## src/hdl/twp_pkg.sv

```systemverilog
// ----------------------------------------------------------------------------
// twp_pkg
// Shared types, codes and constant tag tables for the TLV whitelist parser.
// ----------------------------------------------------------------------------
package twp_pkg;

  // Default table sizes
  localparam int KEY_TABLE_ENTRIES = 8;
  localparam int APP_TABLE_ENTRIES = 16;
  localparam int TABLE_ROWS        = 16;

  // Byte-level constants
  localparam logic [7:0] PAD_ZERO  = 8'h00;
  localparam logic [7:0] PAD_ONES  = 8'hFF;
  localparam logic [4:0] TAG_MORE  = 5'h1F;
  localparam logic [8:0] NO_ADDR   = 9'h1FF;

  // Parser phase
  typedef enum logic [2:0] {
    PH_TAG1  = 3'd0,
    PH_TAG2  = 3'd1,
    PH_LEN1  = 3'd2,
    PH_LENN  = 3'd3,
    PH_VALUE = 3'd4,
    PH_ERROR = 3'd5
  } twp_phase_t;

  // Result kinds
  typedef enum logic [1:0] {
    KIND_VALUE  = 2'd0,
    KIND_LENGTH = 2'd1,
    KIND_END    = 2'd2,
    KIND_ERROR  = 2'd3
  } twp_kind_t;

  // Message status
  typedef enum logic [1:0] {
    ST_OK    = 2'd0,
    ST_DUP   = 2'd1,
    ST_RANGE = 2'd2
  } twp_status_t;

  // One table row: tag bytes, length bounds, store address
  typedef struct packed {
    logic [7:0] tag0;
    logic [7:0] tag1;
    logic [7:0] lo;
    logic [7:0] hi;
    logic [8:0] addr;
  } twp_row_t;

  // Lookup request from the parser to the table
  typedef struct packed {
    logic [7:0] first;
    logic [7:0] second;
    logic       two;
  } twp_lookup_t;

  // Lookup answer
  typedef struct packed {
    logic       hit;
    logic [3:0] idx;
  } twp_match_t;

  // One result
  typedef struct packed {
    twp_kind_t   kind;
    logic [3:0]  entry;
    logic [8:0]  addr;
    logic [7:0]  data;
    twp_status_t status;
  } twp_result_t;

  // Key table; lo above hi marks a fixed length of hi
  localparam twp_row_t KEY_ROWS [TABLE_ROWS] = '{
    '{8'h9F, 8'h06, 8'd255, 8'd5,   9'd0},
    '{8'h9F, 8'h22, 8'd255, 8'd1,   9'd5},
    '{8'hDF, 8'h06, 8'd255, 8'd1,   9'd6},
    '{8'hDF, 8'h07, 8'd255, 8'd1,   9'd7},
    '{8'hDF, 8'h02, 8'd0,   8'd248, 9'd9},
    '{8'hDF, 8'h04, 8'd1,   8'd3,   9'd258},
    '{8'hDF, 8'h03, 8'd0,   8'd20,  9'd262},
    '{8'hDF, 8'h05, 8'd255, 8'd8,   9'd282},
    '{8'h00, 8'h00, 8'd0,   8'd0,   9'd0},
    '{8'h00, 8'h00, 8'd0,   8'd0,   9'd0},
    '{8'h00, 8'h00, 8'd0,   8'd0,   9'd0},
    '{8'h00, 8'h00, 8'd0,   8'd0,   9'd0},
    '{8'h00, 8'h00, 8'd0,   8'd0,   9'd0},
    '{8'h00, 8'h00, 8'd0,   8'd0,   9'd0},
    '{8'h00, 8'h00, 8'd0,   8'd0,   9'd0},
    '{8'h00, 8'h00, 8'd0,   8'd0,   9'd0}
  };

  // Application table
  localparam twp_row_t APP_ROWS [TABLE_ROWS] = '{
    '{8'h9F, 8'h06, 8'd5,   8'd16,  9'd1},
    '{8'hDF, 8'h01, 8'd255, 8'd1,   9'd17},
    '{8'h9F, 8'h09, 8'd255, 8'd2,   9'd18},
    '{8'hDF, 8'h11, 8'd255, 8'd5,   9'd20},
    '{8'hDF, 8'h12, 8'd255, 8'd5,   9'd25},
    '{8'hDF, 8'h13, 8'd255, 8'd5,   9'd30},
    '{8'h9F, 8'h1B, 8'd255, 8'd4,   9'd35},
    '{8'hDF, 8'h15, 8'd255, 8'd4,   9'd39},
    '{8'hDF, 8'h16, 8'd255, 8'd1,   9'd43},
    '{8'hDF, 8'h17, 8'd255, 8'd1,   9'd44},
    '{8'hDF, 8'h14, 8'd0,   8'd128, 9'd46},
    '{8'hDF, 8'h18, 8'd255, 8'd1,   9'd174},
    '{8'h9F, 8'h7B, 8'd255, 8'd6,   9'd175},
    '{8'hDF, 8'h21, 8'd255, 8'd6,   9'd181},
    '{8'hDF, 8'h20, 8'd255, 8'd6,   9'd187},
    '{8'hDF, 8'h19, 8'd255, 8'd6,   9'd193}
  };

endpackage

```

## src/hdl/twp_if.sv

```systemverilog
// ----------------------------------------------------------------------------
// twp channel interfaces
// Valid/ready channels for the parser: byte input, result output, config.
// ----------------------------------------------------------------------------
interface twp_in_if;
  logic       valid;
  logic       ready;
  logic [7:0] data_byte;
  logic       last_byte;

  modport source (output valid, output data_byte, output last_byte, input ready);
  modport sink   (input valid, input data_byte, input last_byte, output ready);
endinterface

interface twp_out_if;
  logic       valid;
  logic       ready;
  logic [1:0] kind;
  logic [3:0] entry_index;
  logic [8:0] store_address;
  logic [7:0] data_value;
  logic [1:0] status;

  modport source (output valid, output kind, output entry_index, output store_address,
                  output data_value, output status, input ready);
  modport sink   (input valid, input kind, input entry_index, input store_address,
                  input data_value, input status, output ready);
endinterface

interface twp_cfg_if;
  logic valid;
  logic ready;
  logic table_select;

  modport source (output valid, output table_select, input ready);
  modport sink   (input valid, input table_select, output ready);
endinterface

```

## src/hdl/twp_tag_table.sv

```systemverilog
// ----------------------------------------------------------------------------
// twp_tag_table
// Parallel tag compare against the selected constant table, first match
// wins; also reads the row of the currently matched entry.
// ----------------------------------------------------------------------------
module twp_tag_table #(
  parameter int KeyEntries = twp_pkg::KEY_TABLE_ENTRIES,
  parameter int AppEntries = twp_pkg::APP_TABLE_ENTRIES
) (
  input  logic               table_select,
  input  twp_pkg::twp_lookup_t lk_req,
  output twp_pkg::twp_match_t  lk_match,
  input  logic [3:0]         rd_idx,
  output twp_pkg::twp_row_t    rd_row
);

  logic [twp_pkg::TABLE_ROWS-1:0] key_hit;
  logic [twp_pkg::TABLE_ROWS-1:0] app_hit;
  logic [twp_pkg::TABLE_ROWS-1:0] sel_hit;

  // Compare every row of both tables
  always_comb begin
    for (int i = 0; i < twp_pkg::TABLE_ROWS; i++) begin
      key_hit[i] = (i < KeyEntries) &&
                   (twp_pkg::KEY_ROWS[i].tag0 == lk_req.first) &&
                   (!lk_req.two || (twp_pkg::KEY_ROWS[i].tag1 == lk_req.second));
      app_hit[i] = (i < AppEntries) &&
                   (twp_pkg::APP_ROWS[i].tag0 == lk_req.first) &&
                   (!lk_req.two || (twp_pkg::APP_ROWS[i].tag1 == lk_req.second));
    end
  end

  assign sel_hit = table_select ? app_hit : key_hit;

  // Pick the lowest matching row
  always_comb begin
    lk_match.hit = |sel_hit;
    lk_match.idx = 4'd0;
    for (int i = twp_pkg::TABLE_ROWS - 1; i >= 0; i--) begin
      if (sel_hit[i]) begin
        lk_match.idx = 4'(i);
      end
    end
  end

  // Row of the matched entry for the length check
  assign rd_row = table_select ? twp_pkg::APP_ROWS[rd_idx] : twp_pkg::KEY_ROWS[rd_idx];

endmodule

```

## src/hdl/twp_parse_core.sv

```systemverilog
// ----------------------------------------------------------------------------
// twp_parse_core
// Message state machine: tag, length and value phases, length check,
// duplicate tracking and result formation for one byte per cycle while proc is high.
// ----------------------------------------------------------------------------
module twp_parse_core (
  input  logic                 clk,
  input  logic                 rst_n,
  input  logic                 proc,
  input  logic [7:0]           data_byte,
  input  logic                 last_byte,
  output twp_pkg::twp_lookup_t lk_req,
  input  twp_pkg::twp_match_t  lk_match,
  output logic [3:0]           rd_idx,
  input  twp_pkg::twp_row_t    rd_row,
  output logic                 produce,
  output twp_pkg::twp_result_t res
);

  twp_pkg::twp_phase_t  phase_r, phase_nxt;
  logic [7:0]           tag_first_r, tag_first_nxt;
  logic [3:0]           entry_r, entry_nxt;
  logic                 matched_r, matched_nxt;
  logic [6:0]           len_left_r, len_left_nxt;
  logic [15:0]          len_acc_r, len_acc_nxt;
  logic [15:0]          val_left_r, val_left_nxt;
  logic [8:0]           wr_addr_r, wr_addr_nxt;
  logic [15:0]          seen_r, seen_nxt;
  twp_pkg::twp_status_t err_r, err_nxt;

  logic        is_pad;
  logic        two_byte;
  logic [6:0]  len_left_dec;
  logic [15:0] val_left_dec;
  logic [15:0] ld_len;
  logic        ld_fire;
  logic        row_var;
  logic        row_bad;
  logic        dup;
  logic        ld_err;

  logic                emit_v;
  twp_pkg::twp_kind_t  emit_kind;
  logic [8:0]          emit_addr;
  logic [7:0]          emit_data;

  // Lookup request and row read
  assign lk_req.first  = (phase_r == twp_pkg::PH_TAG2) ? tag_first_r : data_byte;
  assign lk_req.second = data_byte;
  assign lk_req.two    = (phase_r == twp_pkg::PH_TAG2);
  assign rd_idx        = entry_r;

  assign is_pad       = (data_byte == twp_pkg::PAD_ZERO) || (data_byte == twp_pkg::PAD_ONES);
  assign two_byte     = (data_byte[4:0] == twp_pkg::TAG_MORE);
  assign len_left_dec = len_left_r - 7'd1;
  assign val_left_dec = val_left_r - 16'd1;

  // Evaluate the element length when its last length byte arrives
  always_comb begin
    ld_len  = 16'd0;
    ld_fire = 1'b0;
    case (phase_r)
      twp_pkg::PH_LEN1: begin
        ld_len  = data_byte[7] ? 16'd0 : {8'd0, data_byte};
        ld_fire = !data_byte[7] || (data_byte[6:0] == 7'd0);
      end
      twp_pkg::PH_LENN: begin
        ld_len  = {len_acc_r[7:0], data_byte};
        ld_fire = (len_left_dec == 7'd0);
      end
      default: begin
        ld_len  = 16'd0;
        ld_fire = 1'b0;
      end
    endcase
  end

  assign row_var = (rd_row.lo <= rd_row.hi);
  assign row_bad = row_var ? ((ld_len < {8'd0, rd_row.lo}) || (ld_len > {8'd0, rd_row.hi}))
                           : (ld_len != {8'd0, rd_row.hi});
  assign dup     = seen_r[entry_r];
  assign ld_err  = ld_fire && matched_r && (dup || row_bad);

  // Next phase
  always_comb begin
    phase_nxt = phase_r;
    case (phase_r)
      twp_pkg::PH_TAG1: begin
        if (!is_pad) begin
          phase_nxt = two_byte ? twp_pkg::PH_TAG2 : twp_pkg::PH_LEN1;
        end
      end
      twp_pkg::PH_TAG2: begin
        phase_nxt = twp_pkg::PH_LEN1;
      end
      twp_pkg::PH_LEN1, twp_pkg::PH_LENN: begin
        if (ld_fire) begin
          if (ld_err) begin
            phase_nxt = twp_pkg::PH_ERROR;
          end else begin
            phase_nxt = (ld_len != 16'd0) ? twp_pkg::PH_VALUE : twp_pkg::PH_TAG1;
          end
        end else begin
          phase_nxt = twp_pkg::PH_LENN;
        end
      end
      twp_pkg::PH_VALUE: begin
        if (val_left_dec == 16'd0) begin
          phase_nxt = twp_pkg::PH_TAG1;
        end
      end
      twp_pkg::PH_ERROR: begin
        phase_nxt = twp_pkg::PH_ERROR;
      end
      default: begin
        phase_nxt = twp_pkg::PH_TAG1;
      end
    endcase
    if (last_byte) begin
      phase_nxt = twp_pkg::PH_TAG1;
    end
  end

  // Message state update
  always_comb begin
    tag_first_nxt = tag_first_r;
    entry_nxt     = entry_r;
    matched_nxt   = matched_r;
    len_left_nxt  = len_left_r;
    len_acc_nxt   = len_acc_r;
    val_left_nxt  = val_left_r;
    wr_addr_nxt   = wr_addr_r;
    seen_nxt      = seen_r;
    err_nxt       = err_r;
    case (phase_r)
      twp_pkg::PH_TAG1: begin
        if (!is_pad) begin
          tag_first_nxt = data_byte;
          if (!two_byte) begin
            matched_nxt = lk_match.hit;
            entry_nxt   = lk_match.hit ? lk_match.idx : 4'd0;
          end
        end
      end
      twp_pkg::PH_TAG2: begin
        matched_nxt = lk_match.hit;
        entry_nxt   = lk_match.hit ? lk_match.idx : 4'd0;
      end
      twp_pkg::PH_LEN1: begin
        if (data_byte[7]) begin
          len_acc_nxt  = 16'd0;
          len_left_nxt = data_byte[6:0];
        end else begin
          len_acc_nxt = {8'd0, data_byte};
        end
      end
      twp_pkg::PH_LENN: begin
        len_acc_nxt  = ld_len;
        len_left_nxt = len_left_dec;
      end
      twp_pkg::PH_VALUE: begin
        if (matched_r) begin
          wr_addr_nxt = wr_addr_r + 9'd1;
        end
        val_left_nxt = val_left_dec;
      end
      default: begin
        tag_first_nxt = tag_first_r;
      end
    endcase

    // Close the length: check the row, mark it seen, load the value count
    if (ld_fire) begin
      if (matched_r) begin
        if (dup) begin
          err_nxt = twp_pkg::ST_DUP;
        end else if (row_bad) begin
          err_nxt = twp_pkg::ST_RANGE;
        end else begin
          seen_nxt    = seen_r | (16'd1 << entry_r);
          wr_addr_nxt = rd_row.addr;
        end
      end
      if (!ld_err) begin
        val_left_nxt = ld_len;
      end
    end

    // Drop all message state after the last byte
    if (last_byte) begin
      tag_first_nxt = 8'd0;
      entry_nxt     = 4'd0;
      matched_nxt   = 1'b0;
      len_left_nxt  = 7'd0;
      len_acc_nxt   = 16'd0;
      val_left_nxt  = 16'd0;
      wr_addr_nxt   = 9'd0;
      seen_nxt      = 16'd0;
    end
  end

  // Result of this byte
  always_comb begin
    emit_v    = 1'b0;
    emit_kind = twp_pkg::KIND_VALUE;
    emit_addr = twp_pkg::NO_ADDR;
    emit_data = 8'd0;
    if (ld_fire && matched_r) begin
      if (ld_err) begin
        emit_v    = 1'b1;
        emit_kind = twp_pkg::KIND_ERROR;
      end else if (row_var) begin
        emit_v    = 1'b1;
        emit_kind = twp_pkg::KIND_LENGTH;
        emit_addr = rd_row.addr - 9'd1;
        emit_data = ld_len[7:0];
      end
    end else if ((phase_r == twp_pkg::PH_VALUE) && matched_r) begin
      emit_v    = 1'b1;
      emit_kind = twp_pkg::KIND_VALUE;
      emit_addr = wr_addr_r;
      emit_data = data_byte;
    end

    res.entry  = entry_r;
    res.addr   = emit_addr;
    res.data   = emit_data;
    res.kind   = emit_kind;
    res.status = (emit_kind == twp_pkg::KIND_ERROR) ? err_nxt : twp_pkg::ST_OK;
    produce    = emit_v;

    // End of message: carry a value or length result, else the empty form
    if (last_byte) begin
      produce    = 1'b1;
      res.kind   = twp_pkg::KIND_END;
      res.status = err_nxt;
      if (!(emit_v && (emit_kind != twp_pkg::KIND_ERROR))) begin
        res.entry = 4'd0;
        res.addr  = twp_pkg::NO_ADDR;
        res.data  = 8'd0;
      end
    end
  end

  // Advance state on each processed byte
  always_ff @(posedge clk) begin
    if (!rst_n) begin
      phase_r     <= twp_pkg::PH_TAG1;
      tag_first_r <= 8'd0;
      entry_r     <= 4'd0;
      matched_r   <= 1'b0;
      len_left_r  <= 7'd0;
      len_acc_r   <= 16'd0;
      val_left_r  <= 16'd0;
      wr_addr_r   <= 9'd0;
      seen_r      <= 16'd0;
      err_r       <= twp_pkg::ST_OK;
    end else if (proc) begin
      phase_r     <= phase_nxt;
      tag_first_r <= tag_first_nxt;
      entry_r     <= entry_nxt;
      matched_r   <= matched_nxt;
      len_left_r  <= len_left_nxt;
      len_acc_r   <= len_acc_nxt;
      val_left_r  <= val_left_nxt;
      wr_addr_r   <= wr_addr_nxt;
      seen_r      <= seen_nxt;
      err_r       <= last_byte ? twp_pkg::ST_OK : err_nxt;
    end
  end

  // Error phase always carries a nonzero code
  a_err_code: assert property (@(posedge clk) disable iff (!rst_n)
    phase_r == twp_pkg::PH_ERROR |-> err_r != twp_pkg::ST_OK)
    else $error("error phase without error code");

  // Last byte returns the message state to its start
  a_msg_clear: assert property (@(posedge clk) disable iff (!rst_n)
    proc && last_byte |=> phase_r == twp_pkg::PH_TAG1 && seen_r == 16'd0
                          && err_r == twp_pkg::ST_OK)
    else $error("message state not cleared after last byte");

  // Error results carry a status and no address
  a_err_result: assert property (@(posedge clk) disable iff (!rst_n)
    produce && res.kind == twp_pkg::KIND_ERROR |->
      res.status != twp_pkg::ST_OK && res.addr == twp_pkg::NO_ADDR)
    else $error("malformed error result");

endmodule

```

## src/hdl/tlv_whitelist_parser.sv

```systemverilog
// ----------------------------------------------------------------------------
// tlv_whitelist_parser
// Streaming BER-TLV parser checking tags against a constant whitelist table.
//
//   channel | dir | handshake          | payload
//   in_ch   | in  | valid/ready        | data_byte[8], last_byte[1]
//   out_ch  | out | valid/ready        | kind[2], entry_index[4],
//           |     |                    | store_address[9], data_value[8], status[2]
//   cfg_ch  | in  | valid/ready (=1)   | table_select[1]
//
// One byte per cycle sustained while the result register is not stalled; a byte
// is held in the input register, then processed into the result register.
// Reset clears all control state; no clearing pass is needed.
// A stalled result register holds the input register, which then drops ready;
// bytes that give no result still wait for a free result slot.
// ----------------------------------------------------------------------------
module tlv_whitelist_parser #(
  parameter int KEY_TABLE_ENTRIES = twp_pkg::KEY_TABLE_ENTRIES,
  parameter int APP_TABLE_ENTRIES = twp_pkg::APP_TABLE_ENTRIES
) (
  input logic       clk,
  input logic       rst_n,
  twp_in_if.sink    in_ch,
  twp_out_if.source out_ch,
  twp_cfg_if.sink   cfg_ch
);

  logic       sel_r;
  logic       s1_valid_r;
  logic [7:0] s1_byte_r;
  logic       s1_last_r;
  logic       adv;

  logic                 out_valid_r;
  twp_pkg::twp_result_t out_res_r;

  twp_pkg::twp_lookup_t lk_req;
  twp_pkg::twp_match_t  lk_match;
  logic [3:0]           rd_idx;
  twp_pkg::twp_row_t    rd_row;
  logic                 produce;
  twp_pkg::twp_result_t res;

  // Config register
  assign cfg_ch.ready = 1'b1;

  always_ff @(posedge clk) begin
    if (!rst_n) begin
      sel_r <= 1'b0;
    end else if (cfg_ch.valid) begin
      sel_r <= cfg_ch.table_select;
    end
  end

  // Input register: advance when the result slot is free or being taken
  assign adv         = s1_valid_r && (!out_valid_r || out_ch.ready);
  assign in_ch.ready = !s1_valid_r || adv;

  always_ff @(posedge clk) begin
    if (!rst_n) begin
      s1_valid_r <= 1'b0;
    end else if (in_ch.ready) begin
      s1_valid_r <= in_ch.valid;
    end
  end

  always_ff @(posedge clk) begin
    if (in_ch.valid && in_ch.ready) begin
      s1_byte_r <= in_ch.data_byte;
      s1_last_r <= in_ch.last_byte;
    end
  end

  twp_tag_table #(
    .KeyEntries (KEY_TABLE_ENTRIES),
    .AppEntries (APP_TABLE_ENTRIES)
  ) u_table (
    .table_select (sel_r),
    .lk_req       (lk_req),
    .lk_match     (lk_match),
    .rd_idx       (rd_idx),
    .rd_row       (rd_row)
  );

  twp_parse_core u_core (
    .clk       (clk),
    .rst_n     (rst_n),
    .proc      (adv),
    .data_byte (s1_byte_r),
    .last_byte (s1_last_r),
    .lk_req    (lk_req),
    .lk_match  (lk_match),
    .rd_idx    (rd_idx),
    .rd_row    (rd_row),
    .produce   (produce),
    .res       (res)
  );

  // Result register
  always_ff @(posedge clk) begin
    if (!rst_n) begin
      out_valid_r <= 1'b0;
    end else if (adv) begin
      out_valid_r <= produce;
    end else if (out_ch.ready) begin
      out_valid_r <= 1'b0;
    end
  end

  always_ff @(posedge clk) begin
    if (adv && produce) begin
      out_res_r <= res;
    end
  end

  assign out_ch.valid         = out_valid_r;
  assign out_ch.kind          = out_res_r.kind;
  assign out_ch.entry_index   = out_res_r.entry;
  assign out_ch.store_address = out_res_r.addr;
  assign out_ch.data_value    = out_res_r.data;
  assign out_ch.status        = out_res_r.status;

  // Ready drops only behind a stalled result
  a_ready_low: assert property (@(posedge clk) disable iff (!rst_n)
    !in_ch.ready |-> s1_valid_r && out_valid_r && !out_ch.ready)
    else $error("input stalled without a blocked result");

  // A produced result lands in the result register
  a_result_load: assert property (@(posedge clk) disable iff (!rst_n)
    adv && produce |=> out_valid_r)
    else $error("produced result lost");

  // A held byte is never dropped while it waits
  a_hold_byte: assert property (@(posedge clk) disable iff (!rst_n)
    s1_valid_r && !adv |=> s1_valid_r)
    else $error("waiting byte dropped");

endmodule

```

## src/flat_wrapper.sv

```systemverilog
// flat-port wrapper written by rule: the top's interface ports become plain ports
module tlv_whitelist_parser_flat 
#(
  parameter int KEY_TABLE_ENTRIES = twp_pkg::KEY_TABLE_ENTRIES,
  parameter int APP_TABLE_ENTRIES = twp_pkg::APP_TABLE_ENTRIES
)
  (clk, rst_n, in_ch_valid, in_ch_data_byte, in_ch_last_byte, in_ch_ready, out_ch_valid, out_ch_kind, out_ch_entry_index, out_ch_store_address, out_ch_data_value, out_ch_status, out_ch_ready, cfg_ch_valid, cfg_ch_table_select, cfg_ch_ready);
  twp_in_if in_ch_i ();
  twp_out_if out_ch_i ();
  twp_cfg_if cfg_ch_i ();
  input logic clk;
  input logic rst_n;
  input wire logic [$bits(in_ch_i.valid)-1:0] in_ch_valid;
  input wire logic [$bits(in_ch_i.data_byte)-1:0] in_ch_data_byte;
  input wire logic [$bits(in_ch_i.last_byte)-1:0] in_ch_last_byte;
  output wire logic [$bits(in_ch_i.ready)-1:0] in_ch_ready;
  output wire logic [$bits(out_ch_i.valid)-1:0] out_ch_valid;
  output wire logic [$bits(out_ch_i.kind)-1:0] out_ch_kind;
  output wire logic [$bits(out_ch_i.entry_index)-1:0] out_ch_entry_index;
  output wire logic [$bits(out_ch_i.store_address)-1:0] out_ch_store_address;
  output wire logic [$bits(out_ch_i.data_value)-1:0] out_ch_data_value;
  output wire logic [$bits(out_ch_i.status)-1:0] out_ch_status;
  input wire logic [$bits(out_ch_i.ready)-1:0] out_ch_ready;
  input wire logic [$bits(cfg_ch_i.valid)-1:0] cfg_ch_valid;
  input wire logic [$bits(cfg_ch_i.table_select)-1:0] cfg_ch_table_select;
  output wire logic [$bits(cfg_ch_i.ready)-1:0] cfg_ch_ready;
  assign in_ch_i.valid = in_ch_valid;
  assign in_ch_i.data_byte = in_ch_data_byte;
  assign in_ch_i.last_byte = in_ch_last_byte;
  assign in_ch_ready = in_ch_i.ready;
  assign out_ch_valid = out_ch_i.valid;
  assign out_ch_kind = out_ch_i.kind;
  assign out_ch_entry_index = out_ch_i.entry_index;
  assign out_ch_store_address = out_ch_i.store_address;
  assign out_ch_data_value = out_ch_i.data_value;
  assign out_ch_status = out_ch_i.status;
  assign out_ch_i.ready = out_ch_ready;
  assign cfg_ch_i.valid = cfg_ch_valid;
  assign cfg_ch_i.table_select = cfg_ch_table_select;
  assign cfg_ch_ready = cfg_ch_i.ready;
  tlv_whitelist_parser #(.KEY_TABLE_ENTRIES(KEY_TABLE_ENTRIES), .APP_TABLE_ENTRIES(APP_TABLE_ENTRIES)) u_core (.clk(clk), .rst_n(rst_n), .in_ch(in_ch_i), .out_ch(out_ch_i), .cfg_ch(cfg_ch_i));
endmodule
```

## config.mk

```make
export PLATFORM = sky130hd
export DESIGN_NAME = tlv_whitelist_parser_flat
export DESIGN_NICKNAME = d
export VERILOG_FILES = /design/src/hdl/twp_pkg.sv /design/src/hdl/twp_if.sv /design/src/hdl/twp_tag_table.sv /design/src/hdl/twp_parse_core.sv /design/src/hdl/tlv_whitelist_parser.sv /design/src/flat_wrapper.sv
export SDC_FILE = /design/constraint.sdc
export NUM_CORES = 1
export LEC_CHECK = 0
export ABC_AREA = 0
export CAP_MARGIN = 20
export CORE_MARGIN = 1
export CORE_UTILIZATION = 70
export CTS_BUF_LIST = sky130_fd_sc_hd__clkbuf_16
export CTS_CLUSTER_DIAMETER = 200
export CTS_CLUSTER_SIZE = 10
export DETAILED_ROUTE_END_ITERATION = 16
export DONT_BUFFER_PORTS = 1
export HOLD_SLACK_MARGIN = 0.12
export PLACE_DENSITY = 0.95
export SKIP_LAST_GASP = 1
export SYNTH_ARGS = -nofsm -noshare
export SYNTH_HDL_FRONTEND = slang
export SYNTH_HIERARCHICAL = 1
export SYNTH_SLANG_ARGS = --single-unit
```

## constraint.sdc

```tcl
create_clock -name clk -period 14.5 [get_ports clk]
set_clock_uncertainty 0.05 [all_clocks]
set_input_delay 1.45 -clock clk [delete_from_list [all_inputs] [get_ports clk]]
set_output_delay 1.45 -clock clk [all_outputs]
set_load 0.1 [all_outputs]
```

Word level (Yosys, flattened, before mapping):

Memory sizes are Yosys's and may differ from the RTL's.
Index checks and enable logic that the tools add are counted.

* $add $sub $neg: 4
* $lt $le $gt $ge: 5
* equal/unequal tests: 41
* shift-type cells: 1
* multiplexer cells: 96
* bitwise logic cells: 2
* reduce and logical (&&, ||, !) cells: 82

Operators by type and width (count)
* $mux 16: 10
* $mux 25: 5
* $mux 9: 11
* $eq 5x8->1 const A: 10
* $mux 4: 20
* $mux 8: 9
* $eq 3x8->1 const A: 4
* $pmux 16 s2: 1
* $logic_and 1x1->1: 30
* $logic_or 1x1->1: 28
* $eq 6x8->1 const A: 3
* $mux 23: 1
* $mux 21: 1
* $mux 7: 3
* $mux 2: 9
* $mux 3: 6
* $eq 2x8->1 const A: 2
* $eq 8x8->1 const A: 2
* $gt 16x8->1: 1
* $logic_not 16->1: 1
* $lt 16x8->1: 1
* $ne 16x8->1: 1
* $or 16x16->16: 1
* $pmux 8 s2: 1
* 41 further kinds: 70

* register bits: 111
* memory bits (read-only): 1312
* input port bits: 15
* word-level logic and storage cells: 253
* memories: 2

Memories
* (name not given): depth 16, bits a word 41, read ports 1, clocked after Yosys merged registers in 0, write ports 0, RTL line twp_tag_table.sv:47 `assign rd_row = table_select ? twp_pkg::APP_ROWS[rd_idx] : twp_pkg::KEY_ROWS[rd_idx];`
* (name not given): depth 16, bits a word 41, read ports 1, clocked after Yosys merged registers in 0, write ports 0, RTL line twp_tag_table.sv:47

Logic depth before layout (Yosys ltp):

* word-level depth: 26
* depth in mapped cells: 19
* mapped depth without buffers: 18

Modules after synthesis:

The synthesis kept the hierarchy.

By module, submodules not included
* twp_parse_core: times used 1, cells an instance 672, area each 5265.0 um^2, seq. area each 1481.4 um^2
* twp_tag_table: times used 1, cells an instance 260, area each 1590.3 um^2, seq. area each 0.0 um^2
* tlv_whitelist_parser: times used 1, cells an instance 52, area each 1182.4 um^2, seq. area each 1081.0 um^2

Worst setup path before layout:

No wires, ideal clock.

* kind: reg2reg
* from: reg u_core.u_core.entry_r[0], in the netlist u_core/u_core/rd_idx[0]
* to: reg u_core.out_res_r, in the netlist u_core/out_ch.data_value[0], enable pin
* arrival time: 4529 ps
* path slack: 9515 ps
* cell stages (with the launch flop): 20
* clock period less this slack: 4985 ps
* cell sequence: dfxtp_1 -> inv_1 -> ha_1 -> clkbuf_1 -> nand3_1 -> o21a_1 -> and2_1 -> buf_4 -> inv_1 -> ha_1 -> a2111oi_0 -> nand2_1 -> a221o_1 -> o211ai_4 -> nor2_1 -> nand2_1 -> nand2_1 -> nand3_1 -> nand2_2 -> nor2_1

RTL lines
* start: declaration: RTL line twp_parse_core.sv:22 `logic [3:0] entry_r, entry_nxt;`
* start signal: assignment: RTL line twp_parse_core.sv:261 `entry_r <= entry_nxt;`
* end signal: assignment: RTL line tlv_whitelist_parser.sv:112 `out_res_r <= res;`
* end: declaration: RTL line tlv_whitelist_parser.sv:35 `twp_pkg::twp_result_t out_res_r;`

==> results by group <==
Status
  • Status: finished, final reports clean

Cells and area
  • FILL cells: 798
  • Antenna cells: 0
  • Area growth, synth to finish: 2.86%
  • Multi-input gate area: 4670 um2
  • Final net count: 940
  • Final core utilization: 74.0%
  • Share of cells above drive strength 1: 8.92%
  • Register Area: 2560 um2

Run
  • Max Cap Violations: 0

Global routing
  • Remaining Overflow, GRT: 0
  • Initial antenna violation count: 0
  • Vias in the first global route: 6,837
  • Largest net degree at the start of global routing: 43
  • First-pass GRT wire length: 32,500 um
  • Global-route total usage across every layer: 35.8%

Setup path
  • Worst EP required: 14.52 ns
  • Worst EP arrival: 5.36 ns
  • Worst Setup Start Kind: flop
  • Crit path capture type: flop
  • CP Max Fanout: 19
  • Crit Path Category: reg2reg

Placed design
  • RD Place Congestion: 0.975
  • Post-DP HPWL: 13,800 um
  • Post-Place Worst Slack: 9.26 ns
  • Port bufs: 0

Detailed routing
  • DR vias/cell: 7.15
  • Post-DRT Antenna Nets: 0
  • # DRC: 0
  • Vias: 7,413
  • First drt pass iteration count: 6
  • Initial DRC Count: 943
  • Avg WL per Cell: 19.7 um
  • Drt total wl: 20,400 um

Power and ir drop
  • LEAKAGE: 0.00296 uW
  • Total power: 687 uW
  • Power per cell area: 85.6 nW/um2
  • Worst vdd ir: 0.109 mV

Clocking
  • Worst skew pair latency: 0.37 ns
  • Cts hold-fix bufs: 0
  • Setup bufs post-CTS: 0
  • Post_cts resized: 0
  • Clk pin slew, worst setup/hold paths: 0.07 ns
  • CTS sink count: 111
  • Root buffer cell: clkbuf_16
  • TritonCTS Buffers: 9
  • CTS tree: done
  • Depth of the CTS H-tree: 3
  • Max Buffers Root-to-Sink: 2

Timing
  • RSZ-0062 raised after global routing: no
  • Final Critical Period: 5.34 ns
  • Final Hold Viols: 0
  • Setup TNS Final: 0 ns
  • Final setup viols: 0
  • Tcrit/Tclk final: 36.8%
  • Fmax: 0.187 GHz
  • Normalized max-slew margin: 30.4%
  • WHS: 0.434 ns
  • Final setup margin: 9.16 ns
  • Worst slew pin tran: 1.04 ns
  • Final Max Slew Viols: 0

Floorplanning
  • Top Ports: 43
  • Starting Density: 72.0%
  • Row cnt: 38
  • DIE HEIGHT: 108 um
  • Placeable Area: 10,800 um2
  • Die Area: 11,600 um2
  • Chip Width: 108 um

Logic synthesis
  • Syn nets: 991
  • Synth Cell Area: 7800 um2
  • Post-Syn Area per Cell: 8.27 um2
  • Synth Instances: 943
  • Synth warnings: 6

Hold path
  • Hold Crit Class: reg2reg
==> layout by cell type, fill, tap and decap left out, types with 15 or more instances in the layout <==
cell type / count
dfxtp_1: 77
nor2_1: 74
nand2_1: 65
a21oi_1: 65
o21ai_0: 52
inv_1: 43
nand3_1: 36
nor3_1: 35
edfxtp_1: 34
ha_1: 33
nor2b_1: 19
a22o_1: 19
nand2b_1: 16
and3_1: 16
nand4_1: 16
a31oi_1: 16
a22oi_1: 15
==> routing by layer <==
| metal | GRT usage, % | wire, um | vias to the layer above |
|---|---|---|---|
| met5 | 0 | 0 | - |
| met4 | 18.4 | 799 | 0 |
| met3 | 7.75 | 1980 | 80 |
| met2 | 58.2 | 9600 | 504 |
| met1 | 44.5 | 8000 | 3442 |
| li1 | - | - | 3387 |
==> layout make-up <==
cell class | instances | area share, %
flip-flops and latches | 111 | 31.9
well taps | 140 | 2.18
clock buffers | 9 | 2.81
multi-input cells | 708 | 58.2
clock inverters | 7 | 1.19
inverters | 48 | 2.25
repair buffers | 14 | 1.40
==> where the power goes <==
part           internal, uW  switching, uW
combinational          24.8           50.1
sequential              325           19.8
clock                   152            115
==> state kept, by name, indices dropped and copies added, names as in the netlist, 3 cells and up <==
name / count
u_core/out_ch.data_value: 8
u_core/out_ch.entry_index: 4
u_core/out_ch.store_address: 9
u_core/s1_byte_r: 8
u_core/u_core/len_acc_r: 8
u_core/u_core/len_left_r: 7
u_core/u_core/phase_r: 3
u_core/u_core/rd_idx: 4
u_core/u_core/seen_r: 16
u_core/u_core/tag_first_r: 8
u_core/u_core/val_left_r: 16
u_core/u_core/wr_addr_r: 9
==> through the flow <==
step	cell area (um2)	std cells
detailed placement	7690	1020
global route	8020	1037
floorplan	7800	943
global placement	7680	1019
finish	8020	1037
CTS	8020	1036
==> worst max-delay path, stage by stage (launching register included) <==
cell and delay [ns]:
dfxtp_1 0.79, inv_1 0.29, ha_1 0.34, nand3_1 0.12, o21a_1 0.18, and2_1 0.41, inv_1 0.09, ha_1 0.34
a2111oi_0 0.43, nand2_1 0.10, a221o_1 0.36, o211ai_4 0.26, nor2_1 0.13, nand2_1 0.12, nand2_1 0.08, nand3_1 0.12
nand2_2 0.09, nor2_2 0.49, buf_8 0.25
==> final timing paths <==
check	start	end	slack, ns	cells after the start
max	u_core/u_core/rd_idx[0]	u_core/out_ch.store_address[7]	9.16	18
min reg2reg	u_core/u_core/seen_r[10]	u_core/u_core/seen_r[10]	0.43	1
min	u_core/u_core/seen_r[10]	u_core/u_core/seen_r[10]	0.43	1
max reg2reg	u_core/u_core/rd_idx[0]	u_core/out_ch.store_address[7]	9.16	18
(Power assumes the default switching activity.)
